File: config.mk
export PLATFORM = sky130hd
export DESIGN_NAME = subscriber_timer_table
export DESIGN_NICKNAME = d
export VERILOG_FILES = /design/src/hw/rtl/stt_pkg.sv /design/src/hw/rtl/stt_ram.sv /design/src/hw/rtl/stt_ctrl.sv /design/src/hw/rtl/subscriber_timer_table.sv
export VERILOG_INCLUDE_DIRS = /design/src /design/src/hw/rtl
export SDC_FILE = /design/constraint.sdc
export NUM_CORES = 2
export LEC_CHECK = 0
export BUFFER_PORTS_ARGS = -buffer_cell sky130_fd_sc_hd__buf_2
export CAP_MARGIN = 20
export CORE_MARGIN = 3
export CORE_UTILIZATION = 39
export CTS_BUF_LIST = sky130_fd_sc_hd__clkbuf_16
export DETAILED_ROUTE_END_ITERATION = 8
export PLACE_DENSITY_LB_ADDON = 0.25
export SKIP_CTS_REPAIR_TIMING = 1
export SYNTH_ARGS = -nofsm -noshare
export SYNTH_HDL_FRONTEND = slang
export SYNTH_SLANG_ARGS = --single-unit
File: constraint.sdc
create_clock -name clk -period 8.1 [get_ports clk]
set_input_delay 0.405 -clock clk [delete_from_list [all_inputs] [get_ports clk]]
set_output_delay 0.405 -clock clk [all_outputs]
set_load 0.005 [all_outputs]
File: src/hw/rtl/subscriber_timer_table_defines.svh
// Assertion macros used by the timer table control logic.
`ifndef SUBSCRIBER_TIMER_TABLE_DEFINES_SVH
`define SUBSCRIBER_TIMER_TABLE_DEFINES_SVH

// Same-cycle implication, checked at every rising edge outside reset.
`define STT_ASSERT_NOW(lbl, ante, cons, msg) \
  lbl: assert property (@(posedge clk) disable iff (rst) (ante) |-> (cons)) else $error(msg);

// Next-cycle implication, checked at every rising edge outside reset.
`define STT_ASSERT_NEXT(lbl, ante, cons, msg) \
  lbl: assert property (@(posedge clk) disable iff (rst) (ante) |=> (cons)) else $error(msg);

`endif

File: src/hw/rtl/stt_pkg.sv
// Types, codes and sizes shared by the subscriber timer table.
package stt_pkg;

  localparam int CLIENT_SLOTS = 16;
  localparam int IDX_W        = (CLIENT_SLOTS > 1) ? $clog2(CLIENT_SLOTS) : 1;
  localparam int SLOT_W       = 4;
  localparam int TAG_W        = 16;
  localparam int PERIOD_W     = 32;
  localparam int CFG_W        = 16;
  localparam logic [IDX_W-1:0] LAST_IDX = IDX_W'(CLIENT_SLOTS - 1);

  typedef enum logic [2:0] {
    OP_TICK      = 3'd0,
    OP_SUBSCRIBE = 3'd1,
    OP_CREATE    = 3'd2,
    OP_EXIT      = 3'd3,
    OP_DELETE    = 3'd4
  } op_t;

  typedef enum logic [1:0] {
    ST_OK      = 2'd0,
    ST_UNKNOWN = 2'd1,
    ST_SHORT   = 2'd2,
    ST_EXISTS  = 2'd3
  } status_t;

  typedef enum logic [1:0] {
    S_IDLE,
    S_EXEC,
    S_SCAN,
    S_END
  } state_t;

  // One timer entry as kept in the table memory.
  typedef struct packed {
    logic                periodic;
    logic [TAG_W-1:0]    tag;
    logic [PERIOD_W-1:0] period;
    logic [PERIOD_W-1:0] elapsed;
  } entry_t;

  localparam int ENTRY_W = $bits(entry_t);

  typedef struct packed {
    logic [2:0]          op;
    logic [SLOT_W-1:0]   slot;
    logic                periodic;
    logic [TAG_W-1:0]    tag;
    logic [PERIOD_W-1:0] period;
  } item_t;

  typedef struct packed {
    logic              kind;
    status_t           status;
    logic [SLOT_W-1:0] slot;
    logic [TAG_W-1:0]  tag;
    logic              last;
  } result_t;

  typedef struct packed {
    logic             rd_en;
    logic [IDX_W-1:0] rd_addr;
    logic             wr_en;
    logic [IDX_W-1:0] wr_addr;
    entry_t           wdata;
  } ram_req_t;

endpackage

File: src/hw/rtl/stt_ram.sv
// Simple dual-port RAM with registered read.
module stt_ram #(
  parameter int DEPTH = 16,
  parameter int WIDTH = 8,
  parameter int AW    = (DEPTH > 1) ? $clog2(DEPTH) : 1
) (
  input  logic             clk,
  input  logic             rd_en,
  input  logic [AW-1:0]    rd_addr,
  output logic [WIDTH-1:0] rd_data,
  input  logic             wr_en,
  input  logic [AW-1:0]    wr_addr,
  input  logic [WIDTH-1:0] wr_data
);

  logic [WIDTH-1:0] mem [DEPTH];

  always_ff @(posedge clk) begin
    if (wr_en) begin
      mem[wr_addr] <= wr_data;
    end
  end

  always_ff @(posedge clk) begin
    if (rd_en) begin
      rd_data <= mem[rd_addr];
    end
  end

endmodule

File: src/hw/rtl/stt_ctrl.sv
// Event decoder, client flags and tick scan sequencer of the timer table.
`include "subscriber_timer_table_defines.svh"

module stt_ctrl (
  input  logic                   clk,
  input  logic                   rst,
  input  logic                   cfg_valid,
  output logic                   cfg_ready,
  input  logic [stt_pkg::CFG_W-1:0] cfg_data,
  input  logic                   in_valid,
  output logic                   in_ready,
  input  stt_pkg::item_t         item,
  output stt_pkg::ram_req_t      ram_req,
  input  stt_pkg::entry_t        rdata,
  input  logic                   out_free,
  output logic                   emit,
  output stt_pkg::result_t       res
);

  stt_pkg::state_t                  state, state_next;
  logic [stt_pkg::IDX_W-1:0]        idx;
  logic [stt_pkg::CFG_W-1:0]        min_period;
  logic [stt_pkg::CLIENT_SLOTS-1:0] known, active, present;
  stt_pkg::status_t                 held_status;

  stt_pkg::status_t                 status;
  stt_pkg::op_t                     op;
  logic [stt_pkg::IDX_W-1:0]        slot_idx;
  logic                             in_range, take;
  logic                             eligible, hit, stall, advance, last_slot;
  logic [stt_pkg::PERIOD_W-1:0]     elapsed_inc;

  assign cfg_ready = 1'b1;
  assign in_ready  = (state == stt_pkg::S_IDLE);
  assign take      = in_valid && in_ready;
  assign op        = stt_pkg::op_t'(item.op);
  assign slot_idx  = stt_pkg::IDX_W'(item.slot);
  assign in_range  = (32'(item.slot) < stt_pkg::CLIENT_SLOTS);

  assign eligible    = known[idx] && active[idx] && present[idx];
  assign elapsed_inc = rdata.elapsed + 1'b1;
  assign hit         = eligible && (elapsed_inc == rdata.period);
  // hold the scan while an expiry cannot be handed to the output
  assign stall       = hit && !out_free;
  assign advance     = (state == stt_pkg::S_SCAN) && !stall;
  assign last_slot   = (idx == stt_pkg::LAST_IDX);

  always_comb begin
    status = stt_pkg::ST_OK;
    case (op)
      stt_pkg::OP_SUBSCRIBE: begin
        if (!in_range || !known[slot_idx]) begin
          status = stt_pkg::ST_UNKNOWN;
        end else if (item.period < 32'(min_period)) begin
          status = stt_pkg::ST_SHORT;
        end else if (present[slot_idx]) begin
          status = stt_pkg::ST_EXISTS;
        end
      end
      stt_pkg::OP_CREATE: begin
        if (!in_range) begin
          status = stt_pkg::ST_UNKNOWN;
        end
      end
      stt_pkg::OP_EXIT, stt_pkg::OP_DELETE: begin
        if (!in_range || !known[slot_idx]) begin
          status = stt_pkg::ST_UNKNOWN;
        end
      end
      default: status = stt_pkg::ST_OK;
    endcase
  end

  always_comb begin
    state_next = state;
    case (state)
      stt_pkg::S_IDLE: begin
        if (take) begin
          state_next = (op == stt_pkg::OP_TICK) ? stt_pkg::S_SCAN : stt_pkg::S_EXEC;
        end
      end
      stt_pkg::S_EXEC: begin
        if (out_free) state_next = stt_pkg::S_IDLE;
      end
      stt_pkg::S_SCAN: begin
        if (advance && last_slot) state_next = stt_pkg::S_END;
      end
      stt_pkg::S_END: begin
        if (out_free) state_next = stt_pkg::S_IDLE;
      end
      default: state_next = stt_pkg::S_IDLE;
    endcase
  end

  always_comb begin
    ram_req = '0;
    emit    = 1'b0;
    res     = '0;
    case (state)
      stt_pkg::S_IDLE: begin
        if (take && op == stt_pkg::OP_TICK) begin
          ram_req.rd_en   = 1'b1;
          ram_req.rd_addr = '0;
        end else if (take && op == stt_pkg::OP_SUBSCRIBE && status == stt_pkg::ST_OK) begin
          ram_req.wr_en            = 1'b1;
          ram_req.wr_addr          = slot_idx;
          ram_req.wdata.periodic   = item.periodic;
          ram_req.wdata.tag        = item.tag;
          ram_req.wdata.period     = item.period;
          ram_req.wdata.elapsed    = '0;
        end
      end
      stt_pkg::S_EXEC: begin
        emit       = out_free;
        res.status = held_status;
        res.last   = 1'b1;
      end
      stt_pkg::S_SCAN: begin
        if (advance) begin
          // write back the entry under evaluation if eligible, fetch the next one unless last
          ram_req.wr_en         = eligible;
          ram_req.wr_addr       = idx;
          ram_req.wdata         = rdata;
          ram_req.wdata.elapsed = (hit && rdata.periodic) ? '0 : elapsed_inc;
          ram_req.rd_en         = !last_slot;
          ram_req.rd_addr       = idx + 1'b1;
        end
        emit     = hit && out_free;
        res.kind = 1'b1;
        res.slot = stt_pkg::SLOT_W'(idx);
        res.tag  = rdata.tag;
      end
      stt_pkg::S_END: begin
        emit     = out_free;
        res.last = 1'b1;
      end
      default: begin
        emit = 1'b0;
      end
    endcase
  end

  always_ff @(posedge clk) begin
    if (rst) begin
      state      <= stt_pkg::S_IDLE;
      idx        <= '0;
      min_period <= stt_pkg::CFG_W'(1);
      known      <= '0;
      active     <= '0;
      present    <= '0;
    end else begin
      state <= state_next;
      if (cfg_valid && cfg_ready) begin
        min_period <= cfg_data;
      end
      if (take) begin
        held_status <= status;
        case (op)
          stt_pkg::OP_TICK: idx <= '0;
          stt_pkg::OP_SUBSCRIBE: begin
            if (status == stt_pkg::ST_OK) present[slot_idx] <= 1'b1;
          end
          stt_pkg::OP_CREATE: begin
            if (status == stt_pkg::ST_OK) begin
              known[slot_idx]   <= 1'b1;
              active[slot_idx]  <= 1'b1;
              present[slot_idx] <= 1'b0;
            end
          end
          stt_pkg::OP_EXIT: begin
            if (status == stt_pkg::ST_OK) active[slot_idx] <= 1'b0;
          end
          stt_pkg::OP_DELETE: begin
            if (status == stt_pkg::ST_OK) begin
              known[slot_idx]   <= 1'b0;
              active[slot_idx]  <= 1'b0;
              present[slot_idx] <= 1'b0;
            end
          end
          default: ;
        endcase
      end
      if (advance) begin
        // drop a one-shot timer once it fires
        if (hit && !rdata.periodic) present[idx] <= 1'b0;
        if (!last_slot) idx <= idx + 1'b1;
      end
    end
  end

  `STT_ASSERT_NOW(a_no_rw_clash, ram_req.wr_en && ram_req.rd_en, ram_req.wr_addr != ram_req.rd_addr, "table read and write hit the same entry")
  `STT_ASSERT_NEXT(a_stall_holds_idx, state == stt_pkg::S_SCAN && stall, $stable(idx) && state == stt_pkg::S_SCAN, "scan moved while an expiry was held")
  `STT_ASSERT_NOW(a_timer_needs_client, 1'b1, (present & ~known) == '0, "timer present on an unknown client")
  `STT_ASSERT_NOW(a_emit_has_room, emit, out_free, "result emitted while output register is full")

endmodule

File: src/hw/rtl/subscriber_timer_table.sv
// Top level of the subscriber timer table: ports, table memory, output register.
//
//  channel  direction  handshake                payload
//  s_*      in         s_tvalid / s_tready      event word (tuser opcode, tdata fields)
//  m_*      out        m_tvalid / m_tready      result word (tuser kind, tlast last)
//  cfg_*    in         cfg_valid / cfg_ready    min_period write, always ready
//
// A non-tick event is accepted, then its status word is sent once the output has room.
// A tick scans the table, then sends a closing last word: the scan reads one table
// entry per cycle unless stalled, over the single read port, while writing back the previous one.
// Output back-pressure freezes the scan on an expiring slot until the word is taken.
// Reset clears the client flags and sets min_period to 1; the timer memory needs no clearing.
module subscriber_timer_table (
  input  logic        clk,
  input  logic        rst,
  input  logic        s_tvalid,
  output logic        s_tready,
  input  logic [55:0] s_tdata,   // client_slot[3:0], want_periodic[4], client_tag[20:5],
                                 // period_ticks[52:21], zero fill[55:53]
  input  logic [7:0]  s_tuser,   // opcode[2:0], zero fill[7:3]
  output logic        m_tvalid,
  input  logic        m_tready,
  output logic [23:0] m_tdata,   // status[1:0], notify_slot[5:2], notify_tag[21:6],
                                 // zero fill[23:22]
  output logic [7:0]  m_tuser,   // kind[0], zero fill[7:1]
  output logic        m_tlast,
  input  logic        cfg_valid,
  output logic        cfg_ready,
  input  logic [15:0] cfg_data
);

  stt_pkg::item_t    item;
  stt_pkg::ram_req_t ram_req;
  stt_pkg::entry_t   rdata;
  stt_pkg::result_t  res, out_res;
  logic [stt_pkg::ENTRY_W-1:0] ram_rdata;
  logic              emit, out_free;

  assign item.op       = s_tuser[2:0];
  assign item.slot     = s_tdata[3:0];
  assign item.periodic = s_tdata[4];
  assign item.tag      = s_tdata[20:5];
  assign item.period   = s_tdata[52:21];

  stt_ram #(
    .DEPTH (stt_pkg::CLIENT_SLOTS),
    .WIDTH (stt_pkg::ENTRY_W),
    .AW    (stt_pkg::IDX_W)
  ) u_ram (
    .clk     (clk),
    .rd_en   (ram_req.rd_en),
    .rd_addr (ram_req.rd_addr),
    .rd_data (ram_rdata),
    .wr_en   (ram_req.wr_en),
    .wr_addr (ram_req.wr_addr),
    .wr_data (ram_req.wdata)
  );

  assign rdata = stt_pkg::entry_t'(ram_rdata);

  stt_ctrl u_ctrl (
    .clk       (clk),
    .rst       (rst),
    .cfg_valid (cfg_valid),
    .cfg_ready (cfg_ready),
    .cfg_data  (cfg_data),
    .in_valid  (s_tvalid),
    .in_ready  (s_tready),
    .item      (item),
    .ram_req   (ram_req),
    .rdata     (rdata),
    .out_free  (out_free),
    .emit      (emit),
    .res       (res)
  );

  assign out_free = !m_tvalid || m_tready;

  always_ff @(posedge clk) begin
    if (rst) begin
      m_tvalid <= 1'b0;
    end else if (emit) begin
      m_tvalid <= 1'b1;
    end else if (m_tready) begin
      m_tvalid <= 1'b0;
    end
  end

  always_ff @(posedge clk) begin
    if (emit) begin
      out_res <= res;
    end
  end

  assign m_tdata = {2'b00, out_res.tag, out_res.slot, out_res.status};
  assign m_tuser = {7'b0, out_res.kind};
  assign m_tlast = out_res.last;

endmodule
==> impl_metrics.tcl <==
set metrics [dict create \
    status "completed" \
    dr.pass1.iters 8 \
    synth-edff-count 1403 \
    fin_crit_ps 6087 \
    critPathCaptureType "flip-flop" \
    fin_cells 6598 \
    leakage_nw 22.49 \
    syn_area_per_cell_um2 14.08 \
    synthTopCellsByArea "edfxtp_1 68%, mux2_2 4.5%, nand2_1 3.4%, dfxtp_1 2.3%, o2111ai_1 2.3%" \
    ios 121 \
    layout-drive-gt1-share 0.1516 \
    wirelength_mm 172.5 \
    drt-initial-drc-count 4266 \
    initial_core_util 0.3947 \
    p_sw_mw 3.228 \
    num_vias 38723 \
    pwr-share-seq 0.544 \
    switching_share 0.2110 \
    synth_top_family_by_area "compound AO/OA/AOI/OAI gates" \
    synthFlopType "edfxtp_1" \
    antenna_found_initial 3 \
    die_x_um 404.8 \
    combPwrFrac 0.029 \
    pwr-share-clk 0.427 \
    holdWs_ps 59.89 \
    cts_tree "done" \
    antenna_left 0 \
    design_area_um2 69600 \
    ys_seq_area_frac 0.7023 \
    dieArea_um2 163800 \
    area.growth.synth_to_final_pct 12.23 \
    synth_top_area_cell "edfxtp_1" \
    grt_pass1_vias 37719 \
    gp_congestion 0.9002 \
    cts_buffers 152 \
    synth_compound_area_frac 0.1129 \
    dpl.hpwl_mm 86.25 \
    synth_top_area_frac 0.6794 \
    hold_violations 0 \
    coreArea_um2 157100 \
    routed_via_density 5.869 \
    cp_max_fo 42 \
    worst_pin_slew_ps 1055 \
    cap_violations 0 \
    p_int_mw 12.07 \
    synth_mux_area_frac 0.06680 \
    yosysMostFrequentCell "edfxtp_1" \
    async_flop_share 0 \
    track_usage 0.2068 \
    synth.distinct_cells 85 \
    synth_xor_area_frac 0.008534 \
    synth_fa_ha_area_frac 0.004035 \
    final_max_slew_viol_count 0 \
    powerDensity_nw_per_um2 219.8 \
    path_clk_slew_ps 60 \
    grt_pass1_wl_mm 253.2 \
    clock.fmax_ghz 0.1643 \
    synth_seq_cells 1474 \
    setup_tns_ps 0 \
    io_buffers 102 \
    clk_latency_ps 780 \
    dpl_cell_area_um2 64780 \
    crit_type "reg -> reg" \
    post_drt_wl_per_cell_um 26.15 \
    yosys_warnings 0 \
    hold_path.class "in -> reg" \
    grt.overflow.total 0 \
    synth_area_um2 62010 \
    dp.cells 6302 \
    cts_buffer_depth 3 \
    startpoint_type "flip-flop" \
    fin_crit_sh 0.7515 \
    setup_viol 0 \
    num_rows 145 \
    htree_levels 4 \
    cts.sinks 1474 \
    yosys.area_share.simple 0.08050 \
    ys_top_cells_by_count "1403 x edfxtp_1, 567 x nand2_1, 282 x nor2_1" \
    drc 0 \
    cp.required_ps 8550 \
    cts_root_buf "clkbuf_16" \
    slew_headroom 0.2938 \
    die_y_um 404.8 \
    grt_max_degree 155 \
    finalClockSkew_ps 23.76 \
    layout.nets 4524 \
    critPathArrivalTime_ps 6540 \
    synthCells 4403 \
    rsz0062_at_grt "false" \
    irDropWorstVdd_mv 0.2036 \
]
-- path summary, 6_finish.rpt --
kind | cells past startpoint | to | slack [ps] | from
hold reg to reg | 2 | flip-flop | 470 | flip-flop
setup / recovery | 11 | u_ram.rd_data[1] | 2010 | u_ram.rd_data[2]
hold / removal | 3 | flip-flop | 60 | s_tuser[1]
setup reg to reg | 11 | u_ram.rd_data[1] | 2010 | u_ram.rd_data[2]
-- critical path, cell delays in order, from the launching register on --
cell and delay [ps]:
edfxtp_1 600, nand3_1 590, nor3_2 900, xor2_1 250
a2111oi_0 830, nand4_1 220, nor4_2 180, nand4_1 260
o311a_4 770, buf_4 510, a221oi_1 350, o22ai_1 240
-- layout make-up --
type / instances / area, µm²
Multi-Input combinational cell: 2561 / 17200
Clock inverter: 115 / 646.9
Fill cell: 14084 / 87510
Clock buffer: 158 / 3954
Antenna cell: 2 / 5.005
Sequential cell: 1474 / 43560
Timing Repair Buffer: 197 / 1541
Inverter: 33 / 123.9
Tap cell: 2058 / 2575
-- metal layers --
| metal | global-route usage | vias up | wire, µm |
|---|---|---|---|
| met5 | 0 | - | 0 |
| met4 | 0.05744 | 0 | 3608 |
| met3 | 0.03062 | 253 | 12110 |
| met2 | 0.3189 | 1411 | 78210 |
| met1 | 0.3048 | 19981 | 78620 |
| li1 | - | 17078 | - |
-- flip-flops by register name, summed over array words and instances, names as in the netlist, named ones only --
| register | count |
|---|---|
| m_tlast | 1 |
| u_ram.mem | 1296 |
| u_ctrl.idx | 4 |
| m_tuser | 1 |
| m_tvalid | 1 |
| u_ctrl.state | 2 |
| m_tdata | 22 |
| u_ctrl.held_status | 2 |
| u_ram.rd_data | 81 |
| u_ctrl.present | 16 |
| u_ctrl.min_period | 16 |
-- metrics by stage --
step	setup WS [ps]	total power [mW]	util
final	2013	15.30	0.4430
after global routing	1759	15.77	0.4430
after CTS	2149	15.41	0.4416
after detailed placement	2175	8.917	0.4123
after global placement	2231	8.913	0.4122
after floorplan	944.1	8.743	-
-- placed cells by master (no fill, tap or decap), types with 18 or more instances in the layout --
master and instances:
a211oi_1 20, a21oi_1 205, a221oi_1 152, a22o_1 47
and2_1 37, buf_12 21, buf_2 102, buf_4 54
clkbuf_16 158, clkinv_1 32, clkinv_2 18, dfxtp_1 70
dlygate4sd3_1 18, edfxtp_1 1403, ha_1 19, inv_1 84
mux2_2 247, mux2i_1 109, nand2_1 566, nand2b_1 22
nand3_1 55, nand4_1 23, nor2_1 271, nor2b_1 27
nor3_1 21, nor4_1 27, o2111ai_1 162, o21a_1 83
o21ai_0 118, o22ai_1 84, xnor2_1 32
-- power groups by stage --
stage,registers (mW),logic (mW),clock network (mW)
2_1_floorplan,8.46,0.286,0
3_3_place_gp,8.48,0.437,0
3_5_place_dp,8.48,0.441,0
4_1_cts,8.31,0.443,6.65
5_1_grt,8.31,0.486,6.97
6_report,8.32,0.450,6.53
-- cell families after synthesis --
family                     Yosys count
muxes                              368
xor gates and xnor gates            54
other                                2
DFF                               1474
and+or+nand+nor                   1132
adders and majority gates           20
AOI/OAI and AO/OA                  977
buffers and inverters              376
(Power assumes the default switching activity.)
